File: src/sv/shpp_pkg.sv
// ----------------------------------------------------------------------------
// shpp_pkg
// shared types and constants of the sync-header packet parser
// ----------------------------------------------------------------------------
package shpp_pkg;

   localparam int MAX_WORDS_DEF = 15;

   localparam logic [7:0]  CH_S    = 8'h73;   // 's'
   localparam logic [7:0]  CH_N    = 8'h6E;   // 'n'
   localparam logic [7:0]  CH_P    = 8'h70;   // 'p'
   localparam logic [15:0] HDR_SUM = 16'h0151; // 's' + 'n' + 'p'
   localparam logic [7:0]  MIN_LEN = 8'd7;

   typedef enum logic [2:0] {
      PH_SEARCH = 3'd0,
      PH_TYPE   = 3'd1,
      PH_ADDR   = 3'd2,
      PH_DATA   = 3'd3,
      PH_CKH    = 3'd4,
      PH_CKL    = 3'd5,
      PH_DONE   = 3'd6
   } phase_type;

   typedef enum logic [2:0] {
      ST_OK         = 3'd0,
      ST_SHORT      = 3'd1,
      ST_NO_HEADER  = 3'd2,
      ST_NO_ROOM    = 3'd3,
      ST_INCOMPLETE = 3'd4,
      ST_BAD_SUM    = 3'd5
   } status_type;

   typedef enum logic [1:0] {
      CS_IN   = 2'd0,
      CS_RD   = 2'd1,
      CS_SEND = 2'd2
   } ctl_state_type;

   typedef struct packed {
      logic       take;      // byte accepted this cycle
      phase_type  phase;     // parse phase the byte belongs to
      logic       clear;     // end of buffer, clear parse state
      logic       load_pkt;  // checksum complete, latch packet result
      logic       load_err;  // end of buffer without packet, latch error
      status_type err_code;
      logic       rd_word;   // read word memory at the output index
      logic       next_word; // advance output index
   } dp_cmd_type;

   typedef struct packed {
      logic hdr_hit;
      logic data_last;
      logic seen_zero;
      logic target_zero;
      logic count_short;
      logic last_word;
   } dp_stat_type;

endpackage

File: src/sv/shpp_dp.sv
// ----------------------------------------------------------------------------
// shpp_dp
// parser datapath: header shift, counters, checksum, word memory, results
// ----------------------------------------------------------------------------
module shpp_dp import shpp_pkg::*; #(
   parameter int MAX_WORDS = MAX_WORDS_DEF
) (
   input  logic        clock,
   input  logic        reset,
   input  logic [7:0]  rx_byte,
   input  dp_cmd_type  cmd,
   output dp_stat_type stat,
   output status_type  status,
   output logic [7:0]  reg_address,
   output logic [7:0]  type_byte,
   output logic [3:0]  word_count,
   output logic [3:0]  word_index,
   output logic [31:0] data_word,
   output logic        word_valid,
   output logic [15:0] sum_value
);

   localparam int         AW     = (MAX_WORDS > 1) ? $clog2(MAX_WORDS) : 1;
   localparam logic [3:0] MAX_W4 = 4'(MAX_WORDS);

   logic [15:0] prev_ff, prev_in;
   logic [7:0]  count_ff, count_in, count_inc;
   logic [5:0]  target_ff, target_in;
   logic [5:0]  seen_ff, seen_in;
   logic [7:0]  type_ff, type_in;
   logic [7:0]  addr_ff, addr_in;
   logic [15:0] sum_ff, sum_in, sum_add;
   logic [7:0]  ckh_ff, ckh_in;
   logic [23:0] asm_ff, asm_in;

   status_type  res_status_ff, res_status_in;
   logic [7:0]  res_addr_ff, res_addr_in;
   logic [7:0]  res_type_ff, res_type_in;
   logic [3:0]  res_count_ff, res_count_in;
   logic [15:0] res_sum_ff, res_sum_in;
   logic [3:0]  idx_ff, idx_in;
   logic [31:0] mem_q_ff;

   logic [31:0] word_mem [MAX_WORDS];
   logic [3:0]  wr_word;
   logic        mem_we;
   logic [3:0]  pkt_count;

   assign count_inc = (count_ff == 8'hFF) ? count_ff : count_ff + 8'd1;
   assign sum_add   = sum_ff + {8'h00, rx_byte};
   assign wr_word   = seen_ff[5:2];
   assign mem_we    = cmd.take && (cmd.phase == PH_DATA) && (seen_ff[1:0] == 2'd3)
                      && (wr_word < MAX_W4);
   assign pkt_count = (target_ff[5:2] > MAX_W4) ? MAX_W4 : target_ff[5:2];

   always_comb begin
      stat.hdr_hit     = (prev_ff == {CH_S, CH_N}) && (rx_byte == CH_P);
      stat.data_last   = ({1'b0, seen_ff} + 7'd1) >= {1'b0, target_ff};
      stat.seen_zero   = (seen_ff == 6'd0);
      stat.target_zero = (target_ff == 6'd0);
      stat.count_short = (count_inc < MIN_LEN);
      stat.last_word   = (res_count_ff == 4'd0)
                         || (({1'b0, idx_ff} + 5'd1) == {1'b0, res_count_ff});
   end

   // parse state
   always_comb begin
      prev_in   = prev_ff;
      count_in  = count_ff;
      target_in = target_ff;
      seen_in   = seen_ff;
      type_in   = type_ff;
      addr_in   = addr_ff;
      sum_in    = sum_ff;
      ckh_in    = ckh_ff;
      asm_in    = asm_ff;
      if (cmd.take) begin
         count_in = count_inc;
         unique case (cmd.phase)
            PH_SEARCH: begin
               if (stat.hdr_hit) sum_in = HDR_SUM;
               prev_in = {prev_ff[7:0], rx_byte};
            end
            PH_TYPE: begin
               type_in   = rx_byte;
               target_in = rx_byte[7] ? (rx_byte[6] ? {rx_byte[5:2], 2'b00} : 6'd4) : 6'd0;
               seen_in   = 6'd0;
               sum_in    = sum_add;
            end
            PH_ADDR: begin
               addr_in = rx_byte;
               sum_in  = sum_add;
            end
            PH_DATA: begin
               asm_in  = {asm_ff[15:0], rx_byte};
               sum_in  = sum_add;
               seen_in = seen_ff + 6'd1;
            end
            PH_CKH: begin
               ckh_in = rx_byte;
            end
            default: ;
         endcase
         if (cmd.clear) begin
            prev_in   = 16'h0000;
            count_in  = 8'h00;
            target_in = 6'd0;
            seen_in   = 6'd0;
            type_in   = 8'h00;
            addr_in   = 8'h00;
            sum_in    = 16'h0000;
            ckh_in    = 8'h00;
         end
      end
   end

   // result registers and output index
   always_comb begin
      res_status_in = res_status_ff;
      res_addr_in   = res_addr_ff;
      res_type_in   = res_type_ff;
      res_count_in  = res_count_ff;
      res_sum_in    = res_sum_ff;
      idx_in        = idx_ff;
      if (cmd.load_pkt) begin
         res_status_in = ({ckh_ff, rx_byte} == sum_ff) ? ST_OK : ST_BAD_SUM;
         res_addr_in   = addr_ff;
         res_type_in   = type_ff;
         res_count_in  = pkt_count;
         res_sum_in    = sum_ff;
         idx_in        = 4'd0;
      end else if (cmd.load_err) begin
         res_status_in = cmd.err_code;
         res_addr_in   = 8'h00;
         res_type_in   = 8'h00;
         res_count_in  = 4'd0;
         res_sum_in    = 16'h0000;
         idx_in        = 4'd0;
      end else if (cmd.next_word) begin
         idx_in = idx_ff + 4'd1;
      end
   end

   always_ff @(posedge clock) begin
      if (reset) begin
         prev_ff   <= 16'h0000;
         count_ff  <= 8'h00;
         target_ff <= 6'd0;
         seen_ff   <= 6'd0;
         type_ff   <= 8'h00;
         addr_ff   <= 8'h00;
         sum_ff    <= 16'h0000;
         ckh_ff    <= 8'h00;
      end else begin
         prev_ff   <= prev_in;
         count_ff  <= count_in;
         target_ff <= target_in;
         seen_ff   <= seen_in;
         type_ff   <= type_in;
         addr_ff   <= addr_in;
         sum_ff    <= sum_in;
         ckh_ff    <= ckh_in;
      end
   end

   always_ff @(posedge clock) begin
      asm_ff        <= asm_in;
      res_status_ff <= res_status_in;
      res_addr_ff   <= res_addr_in;
      res_type_ff   <= res_type_in;
      res_count_ff  <= res_count_in;
      res_sum_ff    <= res_sum_in;
      idx_ff        <= idx_in;
   end

   // word memory, one write port for assembly, registered read for output
   always_ff @(posedge clock) begin
      if (mem_we) word_mem[wr_word[AW-1:0]] <= {asm_ff, rx_byte};
      if (cmd.rd_word) mem_q_ff <= word_mem[idx_ff[AW-1:0]];
   end

   assign status      = res_status_ff;
   assign reg_address = res_addr_ff;
   assign type_byte   = res_type_ff;
   assign word_count  = res_count_ff;
   assign word_index  = idx_ff;
   assign word_valid  = (res_count_ff != 4'd0);
   assign data_word   = word_valid ? mem_q_ff : 32'h0000_0000;
   assign sum_value   = res_sum_ff;

endmodule

File: src/sv/shpp_ctrl.sv
// ----------------------------------------------------------------------------
// shpp_ctrl
// parser controller: parse phase, end-of-buffer status and result sequencing
// ----------------------------------------------------------------------------
module shpp_ctrl import shpp_pkg::*; (
   input  logic        clock,
   input  logic        reset,
   input  logic        req_tvalid,
   input  logic        req_tlast,
   output logic        req_tready,
   output logic        rsp_tvalid,
   input  logic        rsp_tready,
   input  dp_stat_type stat,
   output dp_cmd_type  cmd
);

   ctl_state_type state_ff, state_in;
   phase_type     phase_ff, phase_in, phase_nx;
   status_type    end_code;
   logic          take;
   logic          give;
   logic          load_pkt;
   logic          load_err;

   assign take = req_tvalid && (state_ff == CS_IN);
   assign give = rsp_tready && (state_ff == CS_SEND);

   // parse phase after this byte, before the end-of-buffer clear
   always_comb begin
      unique case (phase_ff)
         PH_SEARCH: phase_nx = stat.hdr_hit ? PH_TYPE : PH_SEARCH;
         PH_TYPE:   phase_nx = PH_ADDR;
         PH_ADDR:   phase_nx = stat.target_zero ? PH_CKH : PH_DATA;
         PH_DATA:   phase_nx = stat.data_last ? PH_CKH : PH_DATA;
         PH_CKH:    phase_nx = PH_CKL;
         default:   phase_nx = PH_DONE;
      endcase
   end

   // why a buffer ended without a packet
   always_comb begin
      if (stat.count_short) begin
         end_code = ST_SHORT;
      end else begin
         unique case (phase_nx) inside
            PH_SEARCH:      end_code = ST_NO_HEADER;
            PH_TYPE, PH_ADDR: end_code = ST_NO_ROOM;
            PH_DATA:        end_code = stat.seen_zero ? ST_NO_ROOM : ST_INCOMPLETE;
            PH_CKH, PH_CKL: end_code = stat.target_zero ? ST_NO_ROOM : ST_INCOMPLETE;
            default:        end_code = ST_INCOMPLETE;
         endcase
      end
   end

   assign load_pkt = take && (phase_ff == PH_CKL);
   assign load_err = take && req_tlast && !load_pkt && (phase_nx != PH_DONE);

   // next state
   always_comb begin
      state_in = state_ff;
      phase_in = phase_ff;
      if (take) phase_in = req_tlast ? PH_SEARCH : phase_nx;
      unique case (state_ff)
         CS_IN:   if (load_pkt || load_err) state_in = CS_RD;
         CS_RD:   state_in = CS_SEND;
         CS_SEND: if (give) state_in = stat.last_word ? CS_IN : CS_RD;
         default: state_in = CS_IN;
      endcase
   end

   // outputs
   always_comb begin
      req_tready    = (state_ff == CS_IN);
      rsp_tvalid    = (state_ff == CS_SEND);
      cmd.take      = take;
      cmd.phase     = phase_ff;
      cmd.clear     = take && req_tlast;
      cmd.load_pkt  = load_pkt;
      cmd.load_err  = load_err;
      cmd.err_code  = end_code;
      cmd.rd_word   = (state_ff == CS_RD);
      cmd.next_word = give && !stat.last_word;
   end

   always_ff @(posedge clock) begin
      if (reset) begin
         state_ff <= CS_IN;
         phase_ff <= PH_SEARCH;
      end else begin
         state_ff <= state_in;
         phase_ff <= phase_in;
      end
   end

   a_no_overlap: assert property (@(posedge clock) disable iff (reset)
      !(req_tready && rsp_tvalid))
      else $error("request taken while a result is pending");

   a_eob_clears: assert property (@(posedge clock) disable iff (reset)
      (take && req_tlast) |=> (phase_ff == PH_SEARCH))
      else $error("parse phase not cleared at end of buffer");

   a_pkt_emits: assert property (@(posedge clock) disable iff (reset)
      (take && (phase_ff == PH_CKL)) |=> (state_ff == CS_RD))
      else $error("completed packet did not start result output");

   a_reset_state: assert property (@(posedge clock)
      reset |=> ((state_ff == CS_IN) && (phase_ff == PH_SEARCH)))
      else $error("controller not idle after reset");

endmodule

File: src/sv/sync_header_packet_parser.sv
// ----------------------------------------------------------------------------
// sync_header_packet_parser
// byte-stream parser for 'snp' headed packets with a 16-bit sum checksum
// ----------------------------------------------------------------------------
// usage:
//   req channel carries one buffer byte per request, req_tlast on the
//   buffer's last byte. the parser hunts for the 's','n','p' header, then
//   takes type, address, 0/4/4*n data bytes and a big-endian checksum.
//   rsp channel returns the packet as one result per data word (or a single
//   result when there is no data), rsp_tlast on the final one. a buffer that
//   ends without a complete packet gives one error result instead.
// sequencing:
//   req_tready stays high until a result is due, then drops; each result is
//   first read from the word memory, then presented until the receiver takes
//   it, and the single read port means the next word is not read before the
//   current result is taken. a packet returns up to fifteen words.
// reset and stall:
//   reset returns the parser to header search with a cleared byte count.
//   while rsp_tready is low the current result holds and no request is taken.
// ----------------------------------------------------------------------------
module sync_header_packet_parser import shpp_pkg::*; #(
   parameter int MAX_WORDS = MAX_WORDS_DEF
) (
   input  logic        clock,
   input  logic        reset,
   input  logic        req_tvalid,
   output logic        req_tready,
   input  logic [7:0]  req_tdata,   // rx_byte[7:0]
   input  logic        req_tlast,   // end_of_buffer
   output logic        rsp_tvalid,
   input  logic        rsp_tready,
   output logic [79:0] rsp_tdata,   // status[2:0], reg_address[10:3], type_byte[18:11],
                                    // word_count[22:19], word_index[26:23],
                                    // data_word[58:27], word_valid[59],
                                    // sum_value[75:60], zero pad[79:76]
   output logic        rsp_tlast    // last_result
);

   dp_cmd_type  cmd;
   dp_stat_type stat;

   status_type  status;
   logic [7:0]  reg_address;
   logic [7:0]  type_byte;
   logic [3:0]  word_count;
   logic [3:0]  word_index;
   logic [31:0] data_word;
   logic        word_valid;
   logic [15:0] sum_value;

   // phase tracking, error classification and result sequencing
   shpp_ctrl u_ctrl (
      .clock      (clock),
      .reset      (reset),
      .req_tvalid (req_tvalid),
      .req_tlast  (req_tlast),
      .req_tready (req_tready),
      .rsp_tvalid (rsp_tvalid),
      .rsp_tready (rsp_tready),
      .stat       (stat),
      .cmd        (cmd)
   );

   // counters, checksum, word store and result registers
   shpp_dp #(
      .MAX_WORDS (MAX_WORDS)
   ) u_dp (
      .clock       (clock),
      .reset       (reset),
      .rx_byte     (req_tdata),
      .cmd         (cmd),
      .stat        (stat),
      .status      (status),
      .reg_address (reg_address),
      .type_byte   (type_byte),
      .word_count  (word_count),
      .word_index  (word_index),
      .data_word   (data_word),
      .word_valid  (word_valid),
      .sum_value   (sum_value)
   );

   // result fields packed low to high
   assign rsp_tdata = {4'h0, sum_value, word_valid, data_word, word_index, word_count,
                       type_byte, reg_address, status};

   // last word of a packet, or the lone result of a wordless packet or error
   assign rsp_tlast = stat.last_word;

endmodule
File: config.mk
export PLATFORM = sky130hd
export DESIGN_NAME = sync_header_packet_parser
export DESIGN_NICKNAME = d
export VERILOG_FILES = /design/src/sv/shpp_pkg.sv /design/src/sv/shpp_dp.sv /design/src/sv/shpp_ctrl.sv /design/src/sv/sync_header_packet_parser.sv
export SDC_FILE = /design/constraint.sdc
export NUM_CORES = 1
export LEC_CHECK = 0
export ABC_AREA = 1
export BUFFER_PORTS_ARGS = -buffer_cell sky130_fd_sc_hd__buf_4
export CAP_MARGIN = 10
export CORE_MARGIN = 3
export CORE_UTILIZATION = 66
export CTS_BUF_LIST = sky130_fd_sc_hd__clkbuf_16
export DETAILED_ROUTE_END_ITERATION = 8
export PLACE_DENSITY = 0.86
export SETUP_SLACK_MARGIN = 0.1
export SLEW_MARGIN = 20
export SYNTH_ARGS = -nofsm -noshare
export SYNTH_HDL_FRONTEND = slang
export SYNTH_SLANG_ARGS = --single-unit
File: constraint.sdc
create_clock -name clock -period 6.6 [get_ports clock]
set_clock_uncertainty 0.2 [all_clocks]
set_input_delay 0.33 -clock clock [delete_from_list [all_inputs] [get_ports clock]]
set_output_delay 0.33 -clock clock [all_outputs]
set_load 0.02 [all_outputs]
**After elaboration in Yosys (flattened, before gate mapping)**

Memory sizes are Yosys's and may differ from the RTL's. A register that Yosys moved wholly into a read port is not among the register bits.
Index checks and enable logic that the tools add are counted.
Widths: inputs -> output; s select.

- Flip-flop bits (word level): 148
- Memory bits (writable): 480
- Input port bits: 13
- Output and inout bits: 83
- Word-level logic and storage cells: 137
- Memories: 1

- $add $sub $neg: 6
- Order comparisons: 4
- Equal/unequal tests: 22
- Mux-type cells: 46
- Reductions and logical operators: 41

Memory list:

| name | words | bits a word | read ports | clocked after Yosys merged registers in | wr ports | line | text |
|---|---|---|---|---|---|---|---|
| u_dp.word_mem | 15 | 32 | 1 | 1 | 1 | shpp_dp.sv:44 | `logic [31:0] word_mem [MAX_WORDS];` |

Operators by type and width:

| cell | count |
|---|---|
| $mux 16 | 6 |
| $mux 8 | 11 |
| $mux 32 | 1 |
| $pmux 16 s2 | 1 |
| $mux 6 | 5 |
| $mux 3 | 9 |
| $add 16x8->16 | 1 |
| $eq 16x15->1 const B | 1 |
| $eq 16x16->1 | 1 |
| $pmux 3 s5 | 1 |
| $reduce_and 2->1 | 7 |
| $eq 3x2->1 const B | 4 |
| $eq 3x3->1 const B | 4 |
| $logic_not 6->1 | 2 |
| $mux 4 | 3 |
| $pmux 3 s4 | 1 |
| $pmux 6 s2 | 1 |
| $logic_and 1x1->1 | 11 |
| $reduce_bool 2->1 | 5 |
| $add 8x1->8 const B | 1 |
| $eq 8x7->1 const B | 1 |
| $eq 8x8->1 const B | 1 |
| $lt 8x3->1 const B | 1 |
| $add 6x1->7 const B | 1 |
| 26 further kinds | 39 |

**Longest topological paths before layout**

- Depth in word-level cells: 10
- Depth in mapped cells: 18

**By module**

A second synthesis with hierarchy kept.

- Cells, all modules: 2,325
- Area, all modules: 26,848.2 um^2

Modules (own cells, without submodules):

| module | times used | cells an instance | area an instance (um^2) | sequential area each (um^2) |
|---|---|---|---|---|
| shpp_dp | 1 | 2,242 | 26,331.5 | 18,828.1 |
| shpp_ctrl | 1 | 77 | 475.5 | 100.1 |
| sync_header_packet_parser | 1 | 6 | 41.3 | 0.0 |

**Worst setup path before layout**

No wires, ideal clock.

- Path type: reg2reg
- Start: reg u_ctrl.state_ff[1]
- End: mem u_dp.word_mem[10][0] (enable)
- Library setup time: 421 ps
- Data arrival time: 2,560 ps
- Required time: 5,979 ps
- Setup slack: 3,419 ps
- Stages on the path, launching flop included: 10
- Path buffers: 0
- Path through: dfxtp_1 > inv_2 > nand2_2 > inv_2 > nand2_8 > inv_6 > nand2_1 > nor2_1 > nand3_1 > nor2_1

- Longest elaborated chain between the ends: 7

Ends and longest elaborated chain:

| item | line | text |
|---|---|---|
| start, declared | shpp_ctrl.sv:17 | `ctl_state_type state_ff, state_in;` |
| start signal, assigned | shpp_ctrl.sv:90 | `state_ff <= state_in;` |
| $logic_not 2->1 | n/a |  |
| net req_tready | sync_header_packet_parser.sv:27 | `output logic req_tready,` |
| $logic_and 1x1->1 | shpp_ctrl.sv:25 | `assign take = req_tvalid && (state_ff == CS_IN);` |
| $logic_and 1x1->1 (2 in series) | shpp_dp.sv:52 | `assign mem_we = cmd.take && (cmd.phase == PH_DATA) && (seen_ff[1:0] == 2'd3)` |
| $logic_and 1x1->1 | shpp_dp.sv:53 | `&& (wr_word < MAX_W4);` |
| $mux 1 | shpp_dp.sv:178 | `if (mem_we) word_mem[wr_word[AW-1:0]] <= {asm_ff, rx_byte};` |
| $mux 1 (implied by the code) | shpp_dp.sv:178 |  |
| end, declared | shpp_dp.sv:44 |  |

The timed path passes the listed nets, and every way through them passes these cells.

==> run metrics <==
antenna-violating nets left 0; CP dominant cell by count nand2_1; Die Y 207.3 um; Clock Latency Late Sink 0.63 ns; most frequent cells after synthesis edfxtp_1 (575), nor2_1 (339), nand2_1 (337); Post-route DRC 0; ranking of synthesized cells by area edfxtp_1 (65%), dfxtp_1 (6.2%), nor2_1 (4.8%); nets@finish 2393; crit start category register; RR Startpoint u_dp.word_index[0]; DRT Pass-1 Iters 6; Seq/Total Area, Yosys 70.75%; post-synthesis async set-or-reset flop share 0%; Vias/cell 6.452; vias post-DR 18.98k; power density cells 277.4 nW/um2; vias in the first global route 18.69k; dominant synthesized flop cell edfxtp_1; reg2reg path depth 8; I/O pins 96; Chip Width 207.3 um; Rel. slew slack 23.91%; VDD IR max 221.3 uV; max-cap violations 0; Critical Path End Type register; FMAX 0.2619 GHz; largest area contributor in the netlist edfxtp_1; WS Path Type reg -> reg; most frequent cell after synthesis edfxtp_1; WP buf/inv 2; CTS Root Cell clkbuf_16; Critical Path AT 4.10 ns; Max FO, Critical Path 83; total power draw 8.389 mW; Longest Clk Path Bufs 3; Yosys Warn Count 0; Final Max Slew Viols 0; Hold Path Cell Cnt 2; Slowest-stage cell, CP dfxtp_4; flop-to-flop setup slack 2.78 ns; Hold Crit Class reg -> reg; minimum clock period 3.818 ns; status complete, no violations; Final setup viols 0; CTS H-Tree Depth 2; aggregate global-route resource usage 30.84%; Setup TNS 0 ns; worst-path cell chain buf_4, buf_4, nand2_1, a21oi_1, a21oi_1, o21ai_0, nand2_1, nand2_1; buffers added on ports 91; Cells after Synth 2292; Avg Synthesized Cell Area 11.67 um2; Sink Count 658; hold wc startpoint u_dp.prev_ff[13]; Mapped Area 26750 um2; number of hold violations in the final report 0; Post-synth EDFFs 575; DP HPWL 36580 um; clk slew on worst S/H paths 0.07 ns; die area 42990 um2; post-synthesis cell type count 47; reg2reg end u_dp.mem_q_ff[4]; Avg WL per Cell 23.45 um; CTS tree built; Slew @ Worst Pin 1.141 ns; share of layout cells above drive strength 1 11.47%; max incr delay on CP 0.92 ns; Final Cycle Share 57.85%; Initial DRC Count 2474; Cell Rows 73; Area Overhead vs Synth 13.03%; Congestion Overflow GR 0; largest net degree at the start of global routing 142; RSZ-0062 raised after global routing no; static leakage 10.72 nW; Final GP Congestion 0.8653; FILL cells 2221; total core area 39910 um2; CP Data Required Time 6.89 ns; Yosys top cell area share 64.54%; Crit path max-delay family buffers and inverters; setup bufs post-CTS 0; first-pass GRT wire length 103900 um; initial antenna violation count 0; starting density of the core 67.03%; final wirelength 68960 um; Worst Hold End u_dp.prev_ff[13]; #FFs+latches synth 658; CTS Buf Count 61
## metrics by stage
stage	instance area, um2	utilization [%]	cells	hold WS, ns	setup slack (ns)
final	30240	75.76	2941	0.2580	2.782
after floorplan	26760	-	2295	0.2289	3.419
after global routing	30240	75.75	2939	0.2871	2.738
after detailed placement	28070	70.32	2809	0.2472	3.070
after global placement	27750	69.53	2797	0.2398	3.173
after CTS	30180	75.62	2937	0.2599	2.908
## placed cells by master, fill, tap and decap left out, drive strengths merged, types with 2 or more instances in the layout
| cell | n |
|---|---|
| edfxtp | 575 |
| nor2 | 349 |
| nand2 | 341 |
| o21ai | 253 |
| inv | 162 |
| a21oi | 151 |
| buf | 120 |
| dfxtp | 83 |
| clkbuf | 61 |
| nand3 | 59 |
| o221ai | 51 |
| o22ai | 44 |
| clkinv | 32 |
| o211ai | 31 |
| ha | 16 |
| dlygate4sd3 | 14 |
| xor2 | 12 |
| nand4 | 12 |
| clkinvlp | 8 |
| bufinv | 7 |
| xnor2 | 6 |
| nor3 | 6 |
| or2 | 5 |
| conb | 4 |
| nor4 | 4 |
| diode | 2 |
| o21bai | 2 |
| o21a | 2 |
## state kept, by name (all words and copies together) (netlist names), 3 cells and up
name and flops:
u_dp.mem_q_ff 32, u_dp.sum_ff 16, u_dp.reg_address 8, u_dp.word_count 4
u_dp.seen_ff 6, u_dp.word_mem 480, u_dp.status 3, u_dp.type_ff 8
u_dp.sum_value 16, u_dp.type_byte 8, u_dp.target_ff 4, u_dp.addr_ff 8
u_dp.prev_ff 16, u_dp.ckh_ff 8, u_dp.word_index 4, u_ctrl.phase_ff 3
u_dp.count_ff 8, u_dp.asm_ff 24
## power by group
part	leakage [nW]	switching [mW]	total (mW)	internal (mW)
Clock	0.980	1.57	3.52	1.96
Combinational	3.82	0.238	0.333	0.0950
Sequential	5.92	0.0278	4.53	4.51
Total	10.7	1.83	8.39	6.56
## repair_timing
action / CTS / global route
resized for setup: 0 / 0
hold endpoints to repair: 177 / 0
hold buffers: 14 / 0
## how the worst max path moves through the flow
stage	start	to	slack, ns	cells after the start
floorplan	u_ctrl.state_ff[1]	u_dp.word_mem[10][0]	3.42	9
global placement	u_dp.word_index[0]	u_dp.mem_q_ff[3]	3.17	8
detailed placement	u_dp.word_index[0]	u_dp.mem_q_ff[17]	3.07	8
CTS	u_dp.word_index[3]	rsp_tlast	2.91	8
global route	u_dp.word_index[3]	rsp_tlast	2.74	8
finish	u_dp.word_index[0]	u_dp.mem_q_ff[4]	2.78	8
## per-layer routing
metal / wire, um / global-route usage, % / vias up
met2: 34520 / 52.12 / 1372
met3: 7053 / 5.441 / 215
met5: 0 / 0 / -
met4: 2947 / 12.62 / 0
li1: - / - / 8249
met1: 24440 / 40.18 / 9139
## worst reg2reg max path, stage by stage, from the launching register on
cell and delay (ns):
dfxtp_4 0.92, buf_4 0.78, buf_4 0.77, nand2_1 0.21
a21oi_1 0.26, a21oi_1 0.07, o21ai_0 0.26, nand2_1 0.08
nand2_1 0.15
## area by class of cell
| class | count | area [um2] | share of cell area [%] |
|---|---|---|---|
| flip-flops and latches | 658 | 18940 | 62.63 |
| well taps | 525 | 656.9 | 2.172 |
| repair buffers | 134 | 1303 | 4.307 |
| multi-input cells | 1352 | 6765 | 22.37 |
| diodes | 2 | 5.005 | 0.01655 |
| inverters | 156 | 598.1 | 1.978 |
| clock inverters | 53 | 447.9 | 1.481 |
| clock buffers | 61 | 1526 | 5.048 |
## logic make-up after synthesis
| kind of cell | after synthesis | synth area share, % |
|---|---|---|
| AO/OA/AOI/OAI | 537 | 11.48 |
| AND/OR/NAND/NOR | 776 | 11.86 |
| adder cells (fa/ha/maj) | 17 | 0.8231 |
| flip-flops | 658 | 70.75 |
| XOR/XNOR | 18 | 0.5893 |
| other | 1 | 0.01402 |
| buffers and inverters | 285 | 4.485 |
Power figures use the tool's default switching activity.
